**src/cssr_pkg.sv**
```systemverilog
// ----------------------------------------------------------------------------
// cssr_pkg: shared types and constants for the clock-source slot registry
// Command and status codes, slot-cell interface records and the FSM encoding.
// ----------------------------------------------------------------------------
package cssr_pkg;

    localparam int SLOTS_DEF = 8;
    localparam int ID_W      = 4;
    localparam int KEY_W     = 32;
    localparam int TIME_W    = 48;
    localparam int TMO_W     = 24;

    localparam logic [TMO_W-1:0] TIMEOUT_RESET = 24'd1500000;

    localparam logic [2:0] CMD_CLAIM  = 3'd0;
    localparam logic [2:0] CMD_FREE   = 3'd1;
    localparam logic [2:0] CMD_LIVE   = 3'd2;
    localparam logic [2:0] CMD_XPORT  = 3'd3;
    localparam logic [2:0] CMD_TICK   = 3'd4;
    localparam logic [2:0] CMD_LOOKUP = 3'd5;

    localparam logic [1:0] STAT_OK      = 2'd0;
    localparam logic [1:0] STAT_FULL    = 2'd1;
    localparam logic [1:0] STAT_BADSLOT = 2'd2;

    typedef enum logic [2:0] {
        OP_CLAIM,
        OP_REVIVE,
        OP_FREE,
        OP_LIVE,
        OP_XPORT
    } op_t;

    typedef enum logic [2:0] {
        S_IDLE = 3'b001,
        S_SCAN = 3'b010,
        S_PRIM = 3'b100
    } state_t;

    // write to one slot, broadcast to every cell
    typedef struct packed {
        logic              valid;
        op_t               op;
        logic [ID_W-1:0]   target;
        logic [KEY_W-1:0]  key;
        logic [TIME_W-1:0] now;
    } apply_t;

    // request context seen by every cell during a scan
    typedef struct packed {
        logic              tick;
        logic [KEY_W-1:0]  key;
        logic [TIME_W-1:0] now;
        logic [TMO_W-1:0]  timeout;
    } bcast_t;

    // record handed from cell to cell along the chain
    typedef struct packed {
        logic              valid;
        logic [ID_W-1:0]   found;
        logic              found_stale;
        logic [ID_W-1:0]   free_idx;
        logic [ID_W-1:0]   old_idx;
        logic [TIME_W-1:0] old_time;
        logic [ID_W-1:0]   first_act;
        logic [ID_W-1:0]   first_live;
        logic              changed;
    } scan_t;

    typedef struct packed {
        logic active;
        logic stale;
    } slot_status_t;

endpackage

```
**src/clock_source_slot_registry_core.sv**
```systemverilog
// ----------------------------------------------------------------------------
// clock_source_slot_registry_core: clock-source slot registry
// A row of slot cells scanned one cell per cycle by a request record, with a
// small controller that decides claims and recomputes the primary slot.
// ----------------------------------------------------------------------------
// Handshake: a request is taken when start is high and busy is low; its result
// appears on the result ports for one cycle with done high and must be taken
// then. Free-standing answers (feeds, bad slot numbers, key 0, unknown
// commands) come in the cycle after the request with busy never raised. Lookup,
// tick and a claim of a live held key send one record down the cell chain and
// answer when it leaves the last cell. Free costs one chain pass for the
// primary recompute; a claim that changes the registry costs two passes. Each
// pass walks the cell chain one cell per cycle.
// ----------------------------------------------------------------------------
module clock_source_slot_registry_core #(
    parameter int SLOTS = cssr_pkg::SLOTS_DEF
) (
    input  logic                         clk,
    input  logic                         rst_n,
    input  logic                         start,
    output logic                         busy,
    input  logic [2:0]                   cmd,
    input  logic [cssr_pkg::KEY_W-1:0]   port_key,
    input  logic [cssr_pkg::ID_W-1:0]    slot_id,
    input  logic [cssr_pkg::TIME_W-1:0]  now_us,
    input  logic                         cfg_we,
    input  logic [cssr_pkg::TMO_W-1:0]   cfg_wdata,
    output logic                         done,
    output logic [cssr_pkg::ID_W-1:0]    slot_out,
    output logic [1:0]                   status,
    output logic [cssr_pkg::ID_W-1:0]    primary_slot,
    output logic                         changed
);

    cssr_pkg::state_t               state_reg, state_next;
    logic                           launch_reg, launch_next;
    logic                           done_reg, done_next;
    logic [cssr_pkg::ID_W-1:0]      slot_out_reg, slot_out_next;
    logic [1:0]                     status_reg, status_next;
    logic                           changed_reg, changed_next;
    logic [cssr_pkg::ID_W-1:0]      primary_reg, primary_next;
    logic [cssr_pkg::ID_W-1:0]      pend_reg, pend_next;
    logic [2:0]                     cmd_reg, cmd_next;
    logic [cssr_pkg::KEY_W-1:0]     key_reg, key_next;
    logic [cssr_pkg::TIME_W-1:0]    now_reg, now_next;
    logic [cssr_pkg::TMO_W-1:0]     timeout_reg;

    cssr_pkg::apply_t               ap;
    cssr_pkg::bcast_t               bc;
    cssr_pkg::scan_t                chain [0:SLOTS];
    cssr_pkg::slot_status_t         stat [0:SLOTS-1];
    cssr_pkg::scan_t                tail;
    logic [15:0]                    act16;
    logic [15:0]                    stale16;
    logic [cssr_pkg::ID_W-1:0]      tail_prim;
    logic [cssr_pkg::ID_W-1:0]      claim_tgt;

    assign chain[0] = '{valid: launch_reg, default: '0};

    genvar g;
    generate
        for (g = 0; g < SLOTS; g++)
        begin : g_cell
            cssr_cell #(
                .IDX(cssr_pkg::ID_W'(g + 1))
            ) u_cell (
                .clk  (clk),
                .rst_n(rst_n),
                .bc   (bc),
                .ap   (ap),
                .rin  (chain[g]),
                .rout (chain[g+1]),
                .st   (stat[g])
            );
        end
    endgenerate

    // slot numbers index directly; bit 0 and bits above SLOTS read as inactive
    always_comb
    begin
        act16   = '0;
        stale16 = '0;
        for (int i = 0; i < SLOTS; i++)
        begin
            act16[i+1]   = stat[i].active;
            stale16[i+1] = stat[i].stale;
        end
    end

    assign bc.tick    = (cmd_reg == cssr_pkg::CMD_TICK);
    assign bc.key     = key_reg;
    assign bc.now     = now_reg;
    assign bc.timeout = timeout_reg;

    assign tail      = chain[SLOTS];
    assign tail_prim = (tail.first_live != '0) ? tail.first_live : tail.first_act;
    assign claim_tgt = (tail.free_idx != '0) ? tail.free_idx : tail.old_idx;

    always_comb
    begin
        state_next    = state_reg;
        launch_next   = 1'b0;
        done_next     = 1'b0;
        slot_out_next = slot_out_reg;
        status_next   = status_reg;
        changed_next  = changed_reg;
        primary_next  = primary_reg;
        pend_next     = pend_reg;
        cmd_next      = cmd_reg;
        key_next      = key_reg;
        now_next      = now_reg;
        ap            = '0;

        case (state_reg)
            cssr_pkg::S_IDLE:
            begin
                if (start)
                begin
                    cmd_next = cmd;
                    key_next = port_key;
                    now_next = now_us;
                    case (cmd)
                        cssr_pkg::CMD_CLAIM, cssr_pkg::CMD_LOOKUP:
                        begin
                            if (port_key == '0)
                            begin
                                done_next     = 1'b1;
                                slot_out_next = '0;
                                status_next   = cssr_pkg::STAT_FULL;
                                changed_next  = 1'b0;
                            end
                            else
                            begin
                                state_next  = cssr_pkg::S_SCAN;
                                launch_next = 1'b1;
                            end
                        end
                        cssr_pkg::CMD_TICK:
                        begin
                            state_next  = cssr_pkg::S_SCAN;
                            launch_next = 1'b1;
                        end
                        cssr_pkg::CMD_FREE, cssr_pkg::CMD_LIVE, cssr_pkg::CMD_XPORT:
                        begin
                            if (!act16[slot_id])
                            begin
                                done_next     = 1'b1;
                                slot_out_next = '0;
                                status_next   = cssr_pkg::STAT_BADSLOT;
                                changed_next  = 1'b0;
                            end
                            else
                            begin
                                ap.valid  = 1'b1;
                                ap.target = slot_id;
                                ap.key    = port_key;
                                ap.now    = now_us;
                                if (cmd == cssr_pkg::CMD_FREE)
                                begin
                                    ap.op       = cssr_pkg::OP_FREE;
                                    pend_next   = '0;
                                    state_next  = cssr_pkg::S_PRIM;
                                    launch_next = 1'b1;
                                end
                                else
                                begin
                                    // live feed announces a revival, primary left as is
                                    ap.op = (cmd == cssr_pkg::CMD_LIVE) ? cssr_pkg::OP_LIVE
                                                                       : cssr_pkg::OP_XPORT;
                                    done_next     = 1'b1;
                                    slot_out_next = '0;
                                    status_next   = cssr_pkg::STAT_OK;
                                    changed_next  = (cmd == cssr_pkg::CMD_LIVE)
                                                    && stale16[slot_id];
                                end
                            end
                        end
                        default:
                        begin
                            done_next     = 1'b1;
                            slot_out_next = '0;
                            status_next   = cssr_pkg::STAT_OK;
                            changed_next  = 1'b0;
                        end
                    endcase
                end
            end

            cssr_pkg::S_SCAN:
            begin
                if (tail.valid)
                begin
                    ap.key = key_reg;
                    ap.now = now_reg;
                    case (cmd_reg)
                        cssr_pkg::CMD_LOOKUP:
                        begin
                            done_next     = 1'b1;
                            slot_out_next = tail.found;
                            status_next   = cssr_pkg::STAT_OK;
                            changed_next  = 1'b0;
                            state_next    = cssr_pkg::S_IDLE;
                        end
                        cssr_pkg::CMD_TICK:
                        begin
                            if (tail.changed)
                                primary_next = tail_prim;
                            done_next     = 1'b1;
                            slot_out_next = '0;
                            status_next   = cssr_pkg::STAT_OK;
                            changed_next  = tail.changed;
                            state_next    = cssr_pkg::S_IDLE;
                        end
                        default:
                        begin
                            if (tail.found != '0)
                            begin
                                if (tail.found_stale)
                                begin
                                    ap.valid    = 1'b1;
                                    ap.op       = cssr_pkg::OP_REVIVE;
                                    ap.target   = tail.found;
                                    pend_next   = tail.found;
                                    state_next  = cssr_pkg::S_PRIM;
                                    launch_next = 1'b1;
                                end
                                else
                                begin
                                    done_next     = 1'b1;
                                    slot_out_next = tail.found;
                                    status_next   = cssr_pkg::STAT_OK;
                                    changed_next  = 1'b0;
                                    state_next    = cssr_pkg::S_IDLE;
                                end
                            end
                            else if (claim_tgt == '0)
                            begin
                                // every slot live
                                done_next     = 1'b1;
                                slot_out_next = '0;
                                status_next   = cssr_pkg::STAT_FULL;
                                changed_next  = 1'b0;
                                state_next    = cssr_pkg::S_IDLE;
                            end
                            else
                            begin
                                ap.valid    = 1'b1;
                                ap.op       = cssr_pkg::OP_CLAIM;
                                ap.target   = claim_tgt;
                                pend_next   = claim_tgt;
                                state_next  = cssr_pkg::S_PRIM;
                                launch_next = 1'b1;
                            end
                        end
                    endcase
                end
            end

            cssr_pkg::S_PRIM:
            begin
                if (tail.valid)
                begin
                    primary_next  = tail_prim;
                    done_next     = 1'b1;
                    slot_out_next = pend_reg;
                    status_next   = cssr_pkg::STAT_OK;
                    changed_next  = 1'b1;
                    state_next    = cssr_pkg::S_IDLE;
                end
            end

            default:
                state_next = cssr_pkg::S_IDLE;
        endcase
    end

    always_ff @(posedge clk or negedge rst_n)
    begin
        if (!rst_n)
        begin
            state_reg   <= cssr_pkg::S_IDLE;
            launch_reg  <= 1'b0;
            done_reg    <= 1'b0;
            primary_reg <= '0;
            timeout_reg <= cssr_pkg::TIMEOUT_RESET;
        end
        else
        begin
            state_reg   <= state_next;
            launch_reg  <= launch_next;
            done_reg    <= done_next;
            primary_reg <= primary_next;
            if (cfg_we)
                timeout_reg <= cfg_wdata;
        end
    end

    always_ff @(posedge clk)
    begin
        slot_out_reg <= slot_out_next;
        status_reg   <= status_next;
        changed_reg  <= changed_next;
        pend_reg     <= pend_next;
        cmd_reg      <= cmd_next;
        key_reg      <= key_next;
        now_reg      <= now_next;
    end

    assign busy         = (state_reg != cssr_pkg::S_IDLE);
    assign done         = done_reg;
    assign slot_out     = slot_out_reg;
    assign status       = status_reg;
    assign changed      = changed_reg;
    assign primary_slot = primary_reg;

endmodule

```
**src/cssr_cell.sv**
```systemverilog
// ----------------------------------------------------------------------------
// cssr_cell: one clock-source slot
// Holds the slot state, folds itself into the passing scan record and takes
// writes addressed to its slot number.
// ----------------------------------------------------------------------------
module cssr_cell #(
    parameter logic [cssr_pkg::ID_W-1:0] IDX = 4'd1
) (
    input  logic                   clk,
    input  logic                   rst_n,
    input  cssr_pkg::bcast_t       bc,
    input  cssr_pkg::apply_t       ap,
    input  cssr_pkg::scan_t        rin,
    output cssr_pkg::scan_t        rout,
    output cssr_pkg::slot_status_t st
);

    logic                            active_reg;
    logic                            stale_reg;
    logic [cssr_pkg::KEY_W-1:0]      key_reg;
    logic [cssr_pkg::TIME_W-1:0]     last_reg;
    logic [cssr_pkg::TIME_W-1:0]     wsa_reg;
    cssr_pkg::scan_t                 rout_reg;
    cssr_pkg::scan_t                 rout_next;
    logic                            tick_hit;
    logic                            stale_post;
    logic                            hit;
    logic [cssr_pkg::TIME_W-1:0]     age;

    assign age = bc.now - last_reg;
    assign tick_hit = bc.tick && rin.valid && active_reg && !stale_reg
                      && (bc.now >= last_reg)
                      && (age > {{(cssr_pkg::TIME_W-cssr_pkg::TMO_W){1'b0}}, bc.timeout});
    assign stale_post = stale_reg | tick_hit;
    assign hit = ap.valid && (ap.target == IDX);

    always_comb
    begin
        rout_next = rin;
        if (rin.valid)
        begin
            if (active_reg && (key_reg == bc.key) && (rin.found == '0))
            begin
                rout_next.found       = IDX;
                rout_next.found_stale = stale_reg;
            end
            if (!active_reg && (rin.free_idx == '0))
                rout_next.free_idx = IDX;
            // ties keep the lower slot
            if (active_reg && stale_reg && ((rin.old_idx == '0) || (wsa_reg < rin.old_time)))
            begin
                rout_next.old_idx  = IDX;
                rout_next.old_time = wsa_reg;
            end
            if (tick_hit)
                rout_next.changed = 1'b1;
            if (active_reg && (rin.first_act == '0))
                rout_next.first_act = IDX;
            if (active_reg && !stale_post && (rin.first_live == '0))
                rout_next.first_live = IDX;
        end
    end

    always_ff @(posedge clk or negedge rst_n)
    begin
        if (!rst_n)
        begin
            active_reg <= 1'b0;
            stale_reg  <= 1'b0;
            rout_reg   <= '0;
        end
        else
        begin
            rout_reg <= rout_next;
            if (hit)
            begin
                case (ap.op)
                    cssr_pkg::OP_CLAIM:
                    begin
                        active_reg <= 1'b1;
                        stale_reg  <= 1'b0;
                    end
                    cssr_pkg::OP_REVIVE, cssr_pkg::OP_LIVE:
                        stale_reg <= 1'b0;
                    cssr_pkg::OP_FREE:
                    begin
                        active_reg <= 1'b0;
                        stale_reg  <= 1'b0;
                    end
                    default:
                        ;
                endcase
            end
            else if (tick_hit)
                stale_reg <= 1'b1;
        end
    end

    // slot payload, no reset
    always_ff @(posedge clk)
    begin
        if (hit)
        begin
            case (ap.op)
                cssr_pkg::OP_CLAIM:
                begin
                    key_reg  <= ap.key;
                    last_reg <= ap.now;
                    wsa_reg  <= '0;
                end
                cssr_pkg::OP_REVIVE, cssr_pkg::OP_LIVE, cssr_pkg::OP_XPORT:
                    last_reg <= ap.now;
                cssr_pkg::OP_FREE:
                begin
                    key_reg  <= '0;
                    last_reg <= '0;
                    wsa_reg  <= '0;
                end
                default:
                    ;
            endcase
        end
        else if (tick_hit)
            wsa_reg <= bc.now;
    end

    assign rout      = rout_reg;
    assign st.active = active_reg;
    assign st.stale  = stale_reg;

endmodule

```
**config.mk**
```make
export PLATFORM = sky130hd
export DESIGN_NAME = clock_source_slot_registry_core
export DESIGN_NICKNAME = d
export VERILOG_FILES = /design/src/cssr_pkg.sv /design/src/clock_source_slot_registry_core.sv /design/src/cssr_cell.sv
export SDC_FILE = /design/constraint.sdc
export NUM_CORES = 2
export LEC_CHECK = 0
export BUFFER_PORTS_ARGS = -buffer_cell sky130_fd_sc_hd__buf_2
export CAP_MARGIN = 10
export CORE_MARGIN = 3
export CORE_UTILIZATION = 30
export DETAILED_ROUTE_END_ITERATION = 10
export GPL_TIMING_DRIVEN = 1
export HOLD_SLACK_MARGIN = 0.1
export PLACE_DENSITY = 0.52
export SLEW_MARGIN = 20
export SYNTH_ARGS = -nofsm -noshare
export SYNTH_HDL_FRONTEND = slang
export SYNTH_SLANG_ARGS = --single-unit
```
**constraint.sdc**
```tcl
create_clock -name clk -period 18.7 [get_ports clk]
set_clock_uncertainty 0.15 [all_clocks]
set_input_delay 0 -clock clk [delete_from_list [all_inputs] [get_ports clk]]
set_output_delay 0 -clock clk [all_outputs]
set_load 0.03 [all_outputs]
```
# ---- After elaboration in Yosys (flattened, before gate mapping)
# Index checks and enable logic that the tools add are counted.
dict set report totals {
  ff_bits 1687
  output_inout_bits 13
  wordCells 665
}
dict set report classes {
  order_cmp 24
  add_sub_neg 8
  n_bitwise 8
  n_reduce_logical 237
  n_eq_ne 69
  n_mux 196
}
# op n
set ops {}
lappend ops {{48-bit 2-to-1 mux} 17}
lappend ops {{70-bit 2-to-1 mux} 7}
lappend ops {{48-bit greater-or-equal comparator} 8}
lappend ops {{48-bit by 24-bit > comparator with 1-bit output} 8}
lappend ops {{48-bit subtractor} 8}
lappend ops {{52-bit 2-to-1 mux} 7}
lappend ops {{88-bit 2-to-1 mux} 4}
lappend ops {{48-bit less-than comparator} 7}
lappend ops {{32-bit equality test} 8}
lappend ops {{4-bit 2-to-1 mux} 45}
lappend ops {{88-bit case mux with 2 select lines} 1}
lappend ops {{4-bit logical NOT} 36}
lappend ops {{1-bit logical AND} 108}
lappend ops {{48-bit case mux with 2 select lines} 1}
lappend ops {{67-bit 2-to-1 mux} 1}
lappend ops {{2-bit AND reduction} 33}
lappend ops {{32-bit case mux with 2 select lines} 1}
lappend ops {{1-bit 2-to-1 mux} 58}
lappend ops {{49-bit 2-to-1 mux} 1}
lappend ops {{2-bit != test, second input constant} 21}
lappend ops {{3-bit 2-to-1 mux} 12}
lappend ops {{5-bit 2-to-1 mux} 7}
lappend ops {{32-bit logical NOT} 1}
lappend ops {{8-bit 2-to-1 mux} 4}
lappend ops {{37 further kinds} 138}

# ---- Longest topological paths before layout
dict set report depth {
  ltp_word 12
  mapped_depth 27
  mapped_depth_nobuf 27
}

# ---- Hierarchy
# From an unflattened synthesis, not the netlist that was laid out.
dict set report hier_totals {
  hier_cells 10827
  area_unflattened_um2 110649.9
}
# module area_per_inst_um2 seq_area_each_um2 cells_per_inst instances
set by_module_without_submodules {}
lappend by_module_without_submodules {{cssr_cell (g_cell[1].u_cell)} 13472.9 5670.4 1361 1}
lappend by_module_without_submodules {{cssr_cell (g_cell[6].u_cell)} 13284.0 5670.4 1343 1}
lappend by_module_without_submodules {{cssr_cell (g_cell[5].u_cell)} 13140.1 5670.4 1312 1}
lappend by_module_without_submodules {{cssr_cell (g_cell[4].u_cell)} 13110.1 5670.4 1289 1}
lappend by_module_without_submodules {{cssr_cell (g_cell[3].u_cell)} 13078.8 5670.4 1315 1}
lappend by_module_without_submodules {{cssr_cell (g_cell[0].u_cell)} 13011.2 5670.4 1282 1}
lappend by_module_without_submodules {{cssr_cell (g_cell[2].u_cell)} 12951.2 5670.4 1278 1}
lappend by_module_without_submodules {{cssr_cell (g_cell[7].u_cell)} 12873.6 5670.4 1246 1}
lappend by_module_without_submodules {clock_source_slot_registry_core 5728.0 3662.3 401 1}

# ---- Worst setup path before layout
# OpenSTA, ideal clock, no wires.
dict set report synth_timing {
  path_type {register to register}
  start {register now_reg[1] (netlist bit)}
  end {register g_cell[2].u_cell.wsa_reg[0] (netlist bit), enable pin}
  required_ns 18.030
  setup_time_ns 0.520
  slack_ns 10.598
  t_arrival_ns 7.432
  path_buffers 0
  stages_incl_launch_ff 22
  cell_sequence {edfxtp_1 fa_1 a21o_1 a31oi_1 o21ai_1 a211o_1 nand3_1 nand2_1 a21o_1 a21oi_1 o21a_1 o21ai_0 xor2_1 ha_1 nand4_1 o21ai_0 a21oi_1 o2111ai_1 nor4_1 nand4_1 nor4_2 o21ai_0}
}
dict set report synth_between {
  elab_chain_cells 5
  elab_cells_between_ends 7
}
# element line
set synth_lines {}
lappend synth_lines {{start, declared} clock_source_slot_registry_core.sv:45} ;# logic [cssr_pkg::TIME_W-1:0] now_reg, now_next;
lappend synth_lines {{start signal, assigned} clock_source_slot_registry_core.sv:306} ;# now_reg <= now_next;
lappend synth_lines {{48-bit subtractor / 48-bit greater-or-equal comparator (equally long branches)} {cssr_cell.sv:30, cssr_cell.sv:32}}
lappend synth_lines {{48-bit by 24-bit > comparator with 1-bit output / 1-bit logical AND (equally long branches)} {cssr_cell.sv:33, cssr_cell.sv:32}}
lappend synth_lines {{1-bit logical AND (*)} cssr_cell.sv:33} ;# && (age > {{(cssr_pkg::TIME_W-cssr_pkg::TMO_W){1'b0}}, bc.timeout});
lappend synth_lines {{2-bit nonzero test (no source line) (*)} n/a}
lappend synth_lines {{2-bit AND reduction (no source line) (*)} n/a}
lappend synth_lines {{end signal, assigned} cssr_cell.sv:124} ;# wsa_reg <= bc.now;
lappend synth_lines {{end, declared} cssr_cell.sv:22} ;# logic [cssr_pkg::TIME_W-1:0] wsa_reg;
# Every way passes the cells marked *; elsewhere a longest branch is shown, timed or not.
# A chain may end at the register's enable or synchronous reset.

# ---- Worst setup path in the final report
dict set report layout_timing {
  start {register now_reg[0] (netlist bit)}
  end {register g_cell[0].u_cell.wsa_reg[4] (netlist bit), enable pin}
}
dict set report layout_between {
  elab_chain_cells 5
  elab_cells_between_ends 7
}
# element line
set layout_lines {}
lappend layout_lines {{48-bit subtractor / 48-bit greater-or-equal comparator (equally long branches)} {cssr_cell.sv:30, cssr_cell.sv:32}}
lappend layout_lines {{48-bit by 24-bit > comparator with 1-bit output / 1-bit logical AND (equally long branches)} {cssr_cell.sv:33, cssr_cell.sv:32}}
lappend layout_lines {{1-bit logical AND (*)} cssr_cell.sv:33}
lappend layout_lines {{2-bit nonzero test (no source line) (*)} n/a}
lappend layout_lines {{2-bit AND reduction (no source line) (*)} n/a}
lappend layout_lines {{end signal, assigned} cssr_cell.sv:124}
lappend layout_lines {{end, declared} cssr_cell.sv:22}
# Marks and branches as above.

==> impl_metrics.csv <==
group,metric,value,unit
logic_synthesis,synth_compound_area_share,14.1,%
clock_tree,clk_pin_slew,0.06,ns
sta,setup_viol,0,
sta,hold_violations,0,
finish,layout_commonest_cell,"edfxtp_1",
detailed_routing,firstDrtPassIters,5,
sta,tightest_slew,1.31,ns
clock_tree,cts_tree,"yes",
critical_path,arrival,8.65,ns
clock_tree,htree_levels,4,
clock_tree,cts_buffer_depth,4,
floorplanning,initial_core_util,30.2,%
critical_path,worstSetupEndpointType,"flop",
sta,setup_slack,10.39,ns
grt,overflow,0,
clock_tree,post_cts_buffers,0,
sta,fin_crit_sh,44.4,%
logic_synthesis,async_reset_ff_share,31.5,%
worst_hold_path,min_from,"now_us[32]",
power_and_ir_drop,p_leak,44.4,nW
finish,area_growth_syn_to_layout,15.8,%
critical_path,rr_endpoint,"g_cell[0].u_cell.wsa_reg[4]",
detailed_routing,drtIter0Drc,4852,
logic_synthesis,synthSimpleGateAreaFrac,13.0,%
finish,nets,10559,
finish,final_core_util,35.0,%
grt,grt_max_degree,99,
floorplanning,boundaryPins,128,
clock_tree,cts_root_buf,"clkbuf_16",
logic_synthesis,syn_area,97000,µm²
finish,layout-drive-gt1-share,10.6,%
logic_synthesis,ys_seq_elements,1632,
critical_path,crit_required,19.04,ns
floorplanning,rows,208,
critical_path,reg2reg_slack,10.39,ns
detailed_routing,vias,72386,
placement,place_ws,10.40,ns
grt,grt_pass1_vias,75088,
logic_synthesis,synth_cells,9128,
logic_synthesis,yosys.area_share.xor_xnor,4.67,%
floorplanning,die_x,575,µm
worst_hold_path,min_path_type,"in -> reg",
logic_synthesis,synth.avg_cell_area,10.6,µm²
sta,rsz0062_at_grt,"no",
sta,fin_crit,8.31,ns
clock_tree,numCtsBuffers,195,
clock_tree,post_cts_resized,0,
sta,maxSlewViolCount,0,
finish,fillers,31892,
finish,multi_input_area,46400,µm²
power_and_ir_drop,power_density,99.4,nW/µm²
sta,whs,0.171,ns
logic_synthesis,ys_seq_area_share,47.9,%
logic_synthesis,synth_ff_type,"edfxtp_1",
finish,regArea,46400,µm²
sta,max_freq,120,MHz
logic_synthesis,yosysWarnings,0,
floorplanning,dieHeight,575,µm
clock_tree,clk_latency,0.88,ns
logic_synthesis,muxShareOfSynthArea,3.86,%
critical_path,worstPathMaxFanout,48,
logic_synthesis,synth_top_family_by_area,"compound AO/OA/AOI/OAI gates",
status,status,"complete, no violations",
grt,grt_pass1_wl,487000,µm
worst_hold_path,hold_path_end,"g_cell[0].u_cell.last_reg[32]",
logic_synthesis,synth_fp_nets,10156,
placement,gp_congestion,0.909,
logic_synthesis,synth_edf_count,1118,
finish,final_cell_mix,"1118 x edfxtp_1, 905 x ha_1, 848 x inv_1",
critical_path,critical_path_class,"reg -> reg",
critical_path,reg2reg_from,"now_reg[0]",
critical_path,startpoint,"now_reg[0]",
grt,globalRouteTotalUtil,19.5,%
placement,port_buffers,127,
floorplanning,die_area,330000,µm²
placement,placed_cells,13366,
grt,grt_antenna_before_repair,26,
sta,slew_headroom,12.0,%
logic_synthesis,synth_fa_ha_area_share,11.8,%
detailed_routing,wl_per_cell,23.6,µm
critical_path,reg2reg_depth,25,
flow_run,drv_cap,0,
detailed_routing,finalWirelength,330000,µm
floorplanning,core_area,321000,µm²
detailed_routing,vias_per_cell,5.17,
sta,finalSetupTns,0,ns
worst_hold_path,hold_depth,5,
placement,hpwl,250000,µm
clock_tree,numClockSinks,1632,
critical_path,start_kind,"flop",
power_and_ir_drop,ir_worst_vdd,0.0678,mV
logic_synthesis,synth_cell_type_count,102,
finish,largest_register_ffs,465,
finish,stdcell_count,13999,
detailed_routing,ant_nets,0,
detailed_routing,route.detailed.drc,0,
## Yosys cell counts (30+ instances only)
master,count,area (µm²)
dfrtp_1,503,12600
or2_2,31,194
a31oi_1,74,463
a211oi_1,67,503
o211ai_1,55,413
o21bai_1,88,661
a21oi_1,659,3300
nand3_1,144,721
a22oi_1,87,653
and4_1,34,298
nand2b_1,79,494
clkbuf_1,322,1210
nor2b_1,307,1920
a21o_1,303,2270
and3_1,55,344
o21a_1,65,488
nor2_1,460,1730
nand2_1,492,1850
nor3_1,119,596
nor4_1,94,588
mux2i_1,30,300
ha_1,905,11300
mux2_2,302,3400
edfxtp_1,1118,33600
nand4_1,246,1540
and2_1,223,1400
xor2_1,228,2000
or3_1,42,263
xnor2_1,289,2530
inv_1,852,3200
o21ai_0,384,1920
## worst max-delay path, cell delays in order, from the launching register on
cell and delay, ns:
edfxtp_1 0.40, clkinv_1 0.06, buf_4 0.28, ha_1 0.25, inv_1 0.08, fa_1 0.43
a211oi_1 0.23, o21bai_1 0.21, a211oi_1 0.53, o21bai_1 0.20, a31oi_1 0.36, o221ai_1 0.21
xor2_1 0.18, ha_1 0.30, nand3_1 0.11, nor3_1 0.30, inv_1 0.09, or4_1 0.55
a211oi_1 0.69, nand4_1 0.16, nor4_1 0.31, nand4_1 0.23, nor4_1 0.47, a31oi_2 0.44
a21o_2 0.35, buf_4 0.30
## where the power goes
group          total, W  internal, W  switching (W)
registers       0.00407      0.00398      0.0000951
clock network   0.00383      0.00225        0.00158
logic           0.00326      0.00117        0.00209
## layout make-up
class,count,area share (%)
Clock inverter,92,0.916
Tap cell,4305,4.79
Sequential cell,1632,41.3
Clock buffer,256,4.73
Multi-Input combinational cell,6295,41.3
Antenna cell,12,0.0267
Inverter,853,2.85
Timing Repair Buffer,554,4.07
## through the flow
stage          total power (W)  area (µm²)
2_1_floorplan          0.00624       97000
3_3_place_gp           0.00732      103000
3_5_place_dp           0.00733      103000
4_1_cts                 0.0113      112000
5_1_grt                 0.0117      112000
6_report                0.0112      112000
## metal layers
layer | GRT usage (%) | wire length, µm | up-vias | part of all wire [%]
met5 | 0 | 0 | - | 0
li1 | - | - | 34007 | -
met1 | 24.8 | 142000 | 36092 | 43
met3 | 2.08 | 13600 | 528 | 4.1
met4 | 6.85 | 12700 | 0 | 3.8
met2 | 34.2 | 162000 | 1759 | 49
## kinds of logic after synthesis
| kind of cell | count (synthesis) |
|---|---|
| AO/OA/AOI/OAI | 2124 |
| XOR/XNOR | 517 |
| adder cells (fa/ha/maj) | 913 |
| buffers and inverters | 1201 |
| flip-flops | 1632 |
| multiplexers | 334 |
| AND/OR/NAND/NOR | 2407 |
## worst max-delay path by stage
stage / end / slack [ns]
2_1_floorplan: g_cell[2].u_cell.wsa_reg[0] / 10.60
3_3_place_gp: g_cell[0].u_cell.wsa_reg[3] / 10.31
3_5_place_dp: g_cell[0].u_cell.wsa_reg[5] / 10.40
4_1_cts: g_cell[0].u_cell.wsa_reg[4] / 10.35
5_1_grt: g_cell[0].u_cell.wsa_reg[5] / 9.96
6_report: g_cell[0].u_cell.wsa_reg[4] / 10.39
## timing repair
item / 4_1_cts / 5_1_grt
hold buffers: 273 / 0
hold endpoints to repair: 1117 / 0
setup endpoints to repair: 0 / 0
No activity file was read; power rests on OpenSTA's default activity.
